--- config.mk ---
export PLATFORM = sky130hd
export DESIGN_NAME = mux_frame_deframer
export DESIGN_NICKNAME = d
export VERILOG_FILES = /design/src/design/mfd_pkg.sv /design/src/design/mux_frame_deframer.sv
export VERILOG_INCLUDE_DIRS = /design/src /design/src/design
export SDC_FILE = /design/constraint.sdc
export NUM_CORES = 1
export LEC_CHECK = 0
export BUFFER_PORTS_ARGS = -buffer_cell sky130_fd_sc_hd__buf_2
export CAP_MARGIN = 20
export CORE_MARGIN = 8
export CORE_UTILIZATION = 47
export CTS_BUF_LIST = sky130_fd_sc_hd__clkbuf_16
export CTS_CLUSTER_SIZE = 8
export DETAILED_ROUTE_END_ITERATION = 16
export PLACE_DENSITY = 0.76
export REMOVE_ABC_BUFFERS = 1
export SYNTH_ARGS = -nofsm -noshare
export SYNTH_HDL_FRONTEND = slang
export SYNTH_SLANG_ARGS = --single-unit
--- constraint.sdc ---
create_clock -name clk_i -period 3.67 [get_ports clk_i]
set_input_delay 0.1835 -clock clk_i [delete_from_list [all_inputs] [get_ports clk_i]]
set_output_delay 0.1835 -clock clk_i [all_outputs]
set_load 0.1 [all_outputs]
--- src/design/mux_frame_deframer_macros.svh ---
// Assertion macros for the mux frame deframer.
// Uses clk_i and rst_ni of the module that includes this header.
`ifndef MUX_FRAME_DEFRAMER_MACROS_SVH
`define MUX_FRAME_DEFRAMER_MACROS_SVH

`ifndef SYNTHESIS
`define MFD_ASSERT(lbl, prop) \
  lbl: assert property (@(posedge clk_i) disable iff (!rst_ni) (prop)) \
    else $error("mux_frame_deframer assertion failed");
`define MFD_ASSERT_RST(lbl, prop) \
  lbl: assert property (@(posedge clk_i) (prop)) \
    else $error("mux_frame_deframer assertion failed");
`else
`define MFD_ASSERT(lbl, prop)
`define MFD_ASSERT_RST(lbl, prop)
`endif

`endif

--- src/design/mfd_pkg.sv ---
// Shared constants for the mux frame deframer.
// No dependencies.
`timescale 1ns / 1ps

package mfd_pkg;

  localparam int unsigned ByteW     = 8;
  localparam int unsigned LenW      = 10;
  localparam int unsigned FlagW     = 6;
  localparam int unsigned ApbDataW  = 32;
  localparam int unsigned ApbAddrW  = 3;

  localparam logic [LenW-1:0]  MaxPayloadRst = 10'd1023;
  localparam logic [ByteW-1:0] TrailerXor    = 8'hFF;

  // register word index, taken from paddr[2]
  localparam logic RegMaxPayload = 1'b0;

endpackage

--- src/design/mux_frame_deframer.sv ---
// Mux link frame deframer: byte-wide frame parser with an APB control port.
// Depends on mfd_pkg and mux_frame_deframer_macros.svh.
`timescale 1ns / 1ps
`include "mux_frame_deframer_macros.svh"

// Takes one received byte per word and parses start, link id, flags/length-high,
// length-low, payload and trailer. Each payload byte is returned as one word;
// the trailer yields one end word with the header fields and a link check.
// Frames longer than max_payload are consumed silently and reported with
// length zero and dropped set. One input word per clock cycle: the phase logic
// sits between the parser state and a single output register, and input is
// stalled only while that register holds a word the sink is stalling.
module mux_frame_deframer (
  input  logic                              clk_i,
  input  logic                              rst_ni,
  // input channel
  input  logic                              in_valid_i,
  output logic                              in_stall_o,
  input  logic [mfd_pkg::ByteW-1:0]         rx_byte_i,
  // output channel
  output logic                              out_valid_o,
  input  logic                              out_stall_i,
  output logic                              is_end_o,
  output logic [mfd_pkg::ByteW-1:0]         payload_byte_o,
  output logic [mfd_pkg::ByteW-1:0]         start_byte_o,
  output logic [mfd_pkg::ByteW-1:0]         link_number_o,
  output logic [mfd_pkg::FlagW-1:0]         flag_bits_o,
  output logic [mfd_pkg::LenW-1:0]          frame_length_o,
  output logic                              dropped_o,
  output logic                              link_error_o,
  // APB config port
  input  logic                              psel,
  input  logic                              penable,
  input  logic                              pwrite,
  input  logic [mfd_pkg::ApbAddrW-1:0]      paddr,
  input  logic [mfd_pkg::ApbDataW-1:0]      pwdata,
  output logic [mfd_pkg::ApbDataW-1:0]      prdata,
  output logic                              pready
);

  typedef enum logic [2:0] {
    PH_START   = 3'd0,
    PH_LINK    = 3'd1,
    PH_FLAGS   = 3'd2,
    PH_LENLO   = 3'd3,
    PH_PAYLOAD = 3'd4,
    PH_TRAILER = 3'd5
  } phase_e;

  phase_e                    phase_q, phase_d;
  logic [mfd_pkg::LenW-1:0]  max_payload_q;
  logic [mfd_pkg::ByteW-1:0] held_start_q, held_start_d;
  logic [mfd_pkg::ByteW-1:0] held_link_q, held_link_d;
  logic [mfd_pkg::FlagW-1:0] held_flags_q, held_flags_d;
  logic [1:0]                len_hi_q, len_hi_d;
  logic [mfd_pkg::LenW-1:0]  held_length_q, held_length_d;
  logic [mfd_pkg::LenW-1:0]  bytes_left_q, bytes_left_d;
  logic                      discard_q, discard_d;

  logic                      out_valid_q;
  logic                      is_end_q, is_end_d;
  logic [mfd_pkg::ByteW-1:0] payload_q, payload_d;
  logic [mfd_pkg::ByteW-1:0] start_q, start_d;
  logic [mfd_pkg::ByteW-1:0] link_q, link_d;
  logic [mfd_pkg::FlagW-1:0] flags_q, flags_d;
  logic [mfd_pkg::LenW-1:0]  length_q, length_d;
  logic                      dropped_q, dropped_d;
  logic                      link_err_q, link_err_d;

  logic                      in_acc;
  logic                      emit;
  logic                      cfg_wr;
  logic [mfd_pkg::LenW-1:0]  len_full;
  logic [mfd_pkg::LenW-1:0]  left_dec;

  assign in_stall_o = out_valid_q && out_stall_i;
  assign in_acc     = in_valid_i && !in_stall_o;
  assign cfg_wr     = psel && penable && pwrite && pready;
  assign pready     = 1'b1;
  assign prdata     = (paddr[2] == mfd_pkg::RegMaxPayload)
                      ? {{(mfd_pkg::ApbDataW-mfd_pkg::LenW){1'b0}}, max_payload_q}
                      : '0;

  assign len_full = {len_hi_q, rx_byte_i};
  assign left_dec = bytes_left_q - 10'd1;

  always_comb begin
    phase_d       = phase_q;
    held_start_d  = held_start_q;
    held_link_d   = held_link_q;
    held_flags_d  = held_flags_q;
    len_hi_d      = len_hi_q;
    held_length_d = held_length_q;
    bytes_left_d  = bytes_left_q;
    discard_d     = discard_q;
    emit          = 1'b0;
    is_end_d      = 1'b0;
    payload_d     = '0;
    start_d       = '0;
    link_d        = '0;
    flags_d       = '0;
    length_d      = '0;
    dropped_d     = 1'b0;
    link_err_d    = 1'b0;
    unique case (phase_q)
      PH_LINK: begin
        held_link_d = rx_byte_i;
        phase_d     = PH_FLAGS;
      end
      PH_FLAGS: begin
        held_flags_d = rx_byte_i[7:2];
        len_hi_d     = rx_byte_i[1:0];
        phase_d      = PH_LENLO;
      end
      PH_LENLO: begin
        held_length_d = len_full;
        bytes_left_d  = len_full;
        discard_d     = (len_full > max_payload_q);
        phase_d       = (len_full == '0) ? PH_TRAILER : PH_PAYLOAD;
      end
      PH_PAYLOAD: begin
        bytes_left_d = left_dec;
        if (left_dec == '0) begin
          phase_d = PH_TRAILER;
        end
        emit      = !discard_q;
        payload_d = rx_byte_i;
      end
      PH_TRAILER: begin
        emit         = 1'b1;
        is_end_d     = 1'b1;
        start_d      = held_start_q;
        link_d       = held_link_q;
        flags_d      = held_flags_q;
        length_d     = discard_q ? '0 : held_length_q;
        dropped_d    = discard_q;
        link_err_d   = ((held_link_q ^ rx_byte_i) != mfd_pkg::TrailerXor);
        phase_d      = PH_START;
        discard_d    = 1'b0;
        bytes_left_d = '0;
      end
      default: begin
        held_start_d = rx_byte_i;
        phase_d      = PH_LINK;
      end
    endcase
  end

  always_ff @(posedge clk_i or negedge rst_ni) begin
    if (!rst_ni) begin
      phase_q       <= PH_START;
      max_payload_q <= mfd_pkg::MaxPayloadRst;
      bytes_left_q  <= '0;
      discard_q     <= 1'b0;
      out_valid_q   <= 1'b0;
    end else begin
      if (cfg_wr && (paddr[2] == mfd_pkg::RegMaxPayload)) begin
        max_payload_q <= pwdata[mfd_pkg::LenW-1:0];
      end
      if (in_acc) begin
        phase_q      <= phase_d;
        bytes_left_q <= bytes_left_d;
        discard_q    <= discard_d;
      end
      if (in_acc && emit) begin
        out_valid_q <= 1'b1;
      end else if (!out_stall_i) begin
        out_valid_q <= 1'b0;
      end
    end
  end

  always_ff @(posedge clk_i) begin
    if (in_acc) begin
      held_start_q  <= held_start_d;
      held_link_q   <= held_link_d;
      held_flags_q  <= held_flags_d;
      len_hi_q      <= len_hi_d;
      held_length_q <= held_length_d;
    end
    if (in_acc && emit) begin
      is_end_q   <= is_end_d;
      payload_q  <= payload_d;
      start_q    <= start_d;
      link_q     <= link_d;
      flags_q    <= flags_d;
      length_q   <= length_d;
      dropped_q  <= dropped_d;
      link_err_q <= link_err_d;
    end
  end

  assign out_valid_o    = out_valid_q;
  assign is_end_o       = is_end_q;
  assign payload_byte_o = payload_q;
  assign start_byte_o   = start_q;
  assign link_number_o  = link_q;
  assign flag_bits_o    = flags_q;
  assign frame_length_o = length_q;
  assign dropped_o      = dropped_q;
  assign link_error_o   = link_err_q;

  `MFD_ASSERT(a_payload_left, (phase_q == PH_PAYLOAD) |-> (bytes_left_q != '0))
  `MFD_ASSERT(a_discard_silent,
      (in_acc && (phase_q == PH_PAYLOAD) && discard_q && !out_valid_q) |=> !out_valid_q)
  `MFD_ASSERT(a_drop_len_zero,
      (out_valid_q && dropped_q) |-> (is_end_q && (length_q == '0)))
  `MFD_ASSERT(a_end_phase,
      (in_acc && (phase_q == PH_TRAILER)) |=> (phase_q == PH_START) && !discard_q)
  `MFD_ASSERT_RST(a_stall_reset, !rst_ni |-> !in_stall_o)

endmodule

==> metrics, run 1 <==
Avg Vias per Cell=5.023; EDFF count, synth=77; Min Hold Slack=0.07037 ns; synthesized area=4536 sq um; Slew Limit Fails=0; number of H-tree levels=3; Chip Width=114.2 um; CP Capture Type=register; # rows=36; fin crit share=65.07%; vias in the first global route=2835; initial antenna violation count=0; Area growth, synth to finish=17.05%; DP Area=5002 sq um; Seq/Total Area, Yosys=65.05%; Final nets=490; most used cells in the layout excluding fill and tap cells=80 x buf_2, 77 x edfxtp_1, 30 x and3_1, 27 x nor2_1, 23 x conb_1; clock root buffer=clkbuf_16; ys flop type=edfxtp_1; ANT nets after route=0; Post-Synth XOR/XNOR Area=2.317%; Least-Margin Pin Slew=0.9146 ns; crit-path max FO=44; Worst R2R Start=out_valid_o$_DFFE_PN0P_; core outline area=9549 sq um; Post-DP HPWL=6.415 mm; simple-gate share of the synthesized area=14.18%; Final min period=2.388 ns; WP data required=3.65 ns; Worst Setup SP=out_valid_o$_DFFE_PN0P_; Hold Violations, Final=0; number of cells on the critical path=4; peak supply drop=0.2979 mV; Seq cells post-synth=102; Initial Util=47.50%; Synth Area in Compound Gates=6.179%; r2r setup slk=1.28 ns; WP data arrival=2.37 ns; CTS Sinks=102; worst path bufs/invs=1; status=complete, no violations; Netlist cell types=44; Routed WL=9.072 mm; Worst-Skew Late Latency=0.34 ns; layout cells sized above 1=28.87%; Finish-stage setup viols=0; CP top delay family=compound AO/OA/AOI/OAI gates; routability cong.=0.8366; grt ovf=0; largest family of logic cells by synthesized area=simple AND/OR/NAND/NOR gates; die area=13050 sq um; Vias=2843; Post-synth ARST share=24.51%; Die H=114.2 um; FMAX=0.4187 GHz; setup repair after global routing missed its margin=false; Critical Path End=payload_byte_o[4]$_SDFFCE_PN0P_; average size of a mapped cell=13.11 sq um; pin count of the biggest net entering global routing=45; PwrDens=748.3 nW/um^2; fin area=5309 sq um; CP Launch Type=register; Synth Instances=346; R2R cell count=4; I/O pins=128; adder-cell share of the synthesized area=3.310%; mux contribution to synthesized area=2.483%; Setup Skew=0.009497 ns; r2r endpoint=payload_byte_o[4]$_SDFFCE_PN0P_; CP max stage delay=0.56 ns; TritonCTS buffer count=9; TritonCTS clock tree=done; GR Util All Layers=14.31%; Reg clk slew, reported paths=0.07 ns; 1st-iter DRT viols=227; yosys warns=0; CTS Buffer Depth=2; Rel. slew slack=38.87%; DRC Markers=0; Pleak=2.262 nW; Hold Path Class=in -> reg; Avg WL per Cell=16.03 um; most common cell after layout, fill and taps aside=buf_2; post-CTS setup buffers=0; drt pass-1 iters=4; # resized after CTS=0; number of max-cap violations=0; n_diodes=0; Port-buffer cells=80; global-route wire length before repair=14.42 mm; Critical Path, Cell by Cell=a21boi_0, nand2b_1, a21oi_4, buf_4; Setup CP Type=reg -> reg; Crit-path slowest cell=a21boi_0
layout make-up:
cell class / instances / area (sq um)
Clock inverter: 7 / 71.32
Tap cell: 133 / 166.4
Multi-Input combinational cell: 214 / 1395
Sequential cell: 102 / 2950
Fill cell: 808 / 4240
Clock buffer: 9 / 225.2
Timing Repair Buffer: 85 / 440.4
Inverter: 16 / 60.06
metal layers:
metal | up-vias | track usage, % | wire, um
met4 | 0 | 6.389 | 195
met3 | 20 | 4.430 | 642
met5 | - | 0 | 0
met2 | 98 | 23.97 | 4504
li1 | 1375 | - | -
met1 | 1350 | 16.51 | 3729
report_power, final:
| part | total (mW) | internal (mW) | switching, mW | leakage, nW |
|---|---|---|---|---|
| sequential | 1.67 | 1.52 | 0.144 | 0.999 |
| combinational | 1.36 | 0.314 | 1.05 | 1.12 |
| clock | 0.942 | 0.530 | 0.412 | 0.142 |
worst register-to-register path, stage by stage (launching register included):
cell      delay, ns
dfrtp_1        0.41
a21boi_0       0.56
nand2b_1       0.36
a21oi_4        0.19
buf_4          0.46
cell families (layout without fill, tap and decap cells):
group | Yosys count | after routing
flip-flops | 102 | 102
AO/OA/AOI/OAI | 42 | 42
other | 2 | 23
AND/OR/NAND/NOR | 115 | 115
buffers and inverters | 51 | 117
multiplexers | 10 | 10
adder cells (fa/ha/maj) | 12 | 12
XOR/XNOR | 12 | 12
cell usage after synthesis (5+ instances only):
cell | count | area share [%]
a21o_1 | 5 | 0.83
a21oi_1 | 11 | 1.2
a221oi_1 | 5 | 0.97
and2_1 | 11 | 1.5
and3_1 | 30 | 4.1
buf_4 | 25 | 4.1
clkbuf_1 | 9 | 0.74
dfrtp_1 | 15 | 8.3
dfstp_2 | 10 | 5.8
edfxtp_1 | 77 | 51
ha_1 | 12 | 3.3
inv_1 | 16 | 1.3
mux2_2 | 10 | 2.5
nand2_1 | 11 | 0.91
nor2_1 | 27 | 2.2
nor4_1 | 7 | 0.97
o21ai_0 | 10 | 1.1
xnor2_1 | 10 | 1.9
state kept, by name (all words and copies together) (netlist names), 2 cells and up:
signal / flops
flag_bits_o: 6
held_flags_q: 6
held_link_q: 8
bytes_left_q: 10
payload_byte_o: 8
start_byte_o: 8
frame_length_o: 10
link_number_o: 8
held_start_q: 8
held_length_q: 10
phase_q: 3
max_payload_q: 10
len_hi_q: 2
how the worst min path moves through the flow:
stage / from / endpoint / slack [ns] / depth (start not counted)
6_report: pwdata[2] / max_payload_q[2]$_DFFE_PN1P_ / 0.07 / 2
5_1_grt: pwdata[9] / max_payload_q[9]$_DFFE_PN1P_ / 0.07 / 2
4_1_cts: pwdata[2] / max_payload_q[2]$_DFFE_PN1P_ / 0.06 / 2
3_5_place_dp: rst_ni / discard_q$_DFFE_PN0P_ / 0.23 / 1
3_3_place_gp: rst_ni / discard_q$_DFFE_PN0P_ / 0.22 / 1
2_1_floorplan: rst_ni / bytes_left_q[0]$_DFFE_PN0P_ / -0.11 / 0
what timing repair did:
item,CTS,global route
endpoints found under the hold margin,15,0
hold buffers,1,0
setup endpoints to repair,0,0
stage by stage:
| step | std cells | TNS, ns | power (mW) | setup slack, ns | utilization (%) |
|---|---|---|---|---|---|
| 2_1_floorplan | 332 | -19.41 | 2.745 | -0.4422 | - |
| 4_1_cts | 566 | 0 | 3.989 | 1.291 | 55.59 |
| 3_5_place_dp | 549 | 0 | 3.052 | 1.319 | 52.38 |
| 6_report | 566 | 0 | 3.973 | 1.282 | 55.59 |
| 3_3_place_gp | 549 | 0 | 3.011 | 1.348 | 52.38 |
| 5_1_grt | 566 | 0 | 4.168 | 1.120 | 55.59 |
(Power assumes the default switching activity.)
==> run 2, diff against run 1 <==
Settings changed: CORE_UTILIZATION 47 to 52, PLACE_DENSITY 0.76 to 0.8.
Clock period 3.67 ns to 2.2 ns, I/O delays scaled along.
==> run 2 against run 1 <==
The flow now finishes with violations (negative hold slack); total power increased by 67%; cell count decreased by 2.5%; combinational power up 72%; largest cell class unchanged; critical path depth up 4; non-clock buffer count grew 12; hold slack worse by 0.071 ns; flip-flop and latch count stayed put; final area rose by 1.3%; maximum frequency is 20% higher; sequential share of layout area fell by 0.71 points.
==> metrics, run 2 (synthesis results as in run 1) <==
Setup Skew=0.009100 ns; switching share of total power=41.20%; drt pass-1 iters=4; Pleak=2.315 nW; Min Hold Slack=-0.0002698 ns; number of max-cap violations=0; Finished Layout Cells=552; status=complete, but fails checks; layout cells sized above 1=29.95%; Setup WS post-layout=0.2077 ns; vias in the first global route=2977; WP data arrival=2.26 ns; Setup CP Type=reg -> reg; initial antenna violation count=0; worst path bufs/invs=2; Hold Violations, Final=1; Routed WL=9.565 mm; TritonCTS buffer count=9; # resized after CTS=0; GR Layer Usage met3=3.986%; Rel. slew slack=60.65%; WP data required=2.47 ns; Seq pwr share=42.1%; Initial Util=52.78%; FMAX=0.5019 GHz; pin count of the biggest net entering global routing=40; number of H-tree levels=3; most common cell after layout, fill and taps aside=buf_2; CP Capture Type=register; clock root buffer=clkbuf_16; GR Util All Layers=16.40%; Avg WL per Cell=17.33 um; Net Switching=2.738 mW; n_diodes=0; Int Pwr=3.908 mW; Place WS=0.2635 ns; PwrDens=1236 nW/um^2; 1st-iter DRT viols=181; core outline area=8593 sq um; Clock power frac=22.7%; setup repair after global routing missed its margin=false; most used cells in the layout excluding fill and tap cells=80 x buf_2, 77 x edfxtp_1, 30 x and3_1, 27 x nor2_1, 23 x conb_1; GRT met1 Usage=18.81%; Hold Path Class=in -> reg; Final nets=502; CP Launch Type=register; Post-CTS Hold Fix Bufs=6; grt peak-use layer=met2; r2r setup slk=0.21 ns; Critical Path, Cell by Cell=inv_1, ha_1, nor3b_1, buf_4, nand2_1, xnor2_1, or4_1, a21oi_1; # rows=34; Worst-Skew Late Latency=0.34 ns; die area=11970 sq um; fin crit share=90.56%; crit-path max FO=4; DRC Markers=0; Post-DP HPWL=6.723 mm; CTS Buffer Depth=2; Gate power share=35.2%; I/O pins=128; placed insts=531; post-CTS setup buffers=0; fin area=5378 sq um; Area growth, synth to finish=18.57%; Vias=2909; Slew Limit Fails=0; Die H=109.4 um; DP Area=5036 sq um; Port-buffer cells=80; peak supply drop=0.5853 mV; TritonCTS clock tree=done; CP top delay family=simple AND/OR/NAND/NOR gates; met2 Track Usage GR=27.82%; ANT nets after route=0; routability cong.=0.9556; failing checks=negative hold slack; CP max stage delay=0.47 ns; Reg clk slew, reported paths=0.07 ns; Finish-stage setup viols=0; Least-Margin Pin Slew=0.5903 ns; Avg Vias per Cell=5.270; global-route wire length before repair=15.04 mm; CTS Sinks=102; Chip Width=109.4 um; Crit-path slowest cell=or4_1; grt ovf=0; Final min period=1.992 ns
==> run 2: layout make-up <==
cell class,instances,area [sq um]
clock buffer,9,225.2
inverter,16,60.06
multi-input combinational,214,1395
tap,108,135.1
clock inverter,6,56.30
sequential,102,2950
timing repair buffer,97,555.5
fill,654,3216
==> run 2: worst paths after layout <==
path	start	to	cells past startpoint
max reg2reg	bytes_left_q[0]$_DFFE_PN0P_	phase_q[0]$_DFFE_PN0P_	8
max	bytes_left_q[0]$_DFFE_PN0P_	phase_q[0]$_DFFE_PN0P_	8
min	pwdata[8]	max_payload_q[8]$_DFFE_PN1P_	2
min in group asynchronous	rst_ni	bytes_left_q[7]$_DFFE_PN0P_	2
min reg2reg	held_length_q[8]$_DFFE_PP_	frame_length_o[8]$_SDFFCE_PP0P_	1
max in group asynchronous	rst_ni	bytes_left_q[8]$_DFFE_PN0P_	2
==> run 2: per-layer routing <==
layer / up-vias / part of all wire (%)
li1: 1395 / -
met5: - / 0
met2: 115 / 51
met1: 1381 / 38
met3: 18 / 8.0
met4: 0 / 2.3
==> run 2: power groups by stage <==
stage               clock, mW  sequential, mW  combinational (mW)
floorplan                   0            3.39                1.19
global placement            0            2.81                2.28
detailed placement          0            2.83                2.33
CTS                      1.52            2.80                2.35
global route             1.60            2.84                2.52
finish                   1.51            2.80                2.34
==> run 2: metrics by stage <==
step	utilization (%)	power, mW	hold slack [ns]	setup TNS (ns)
3_5_place_dp	58.61	5.163	0.1426	0
3_3_place_gp	58.61	5.087	0.1416	0
4_1_cts	62.58	6.669	0.0007224	0
6_report	62.58	6.646	-0.0002698	0
5_1_grt	62.58	6.958	0.0003489	0
2_1_floorplan	-	4.578	-0.1856	-87.87
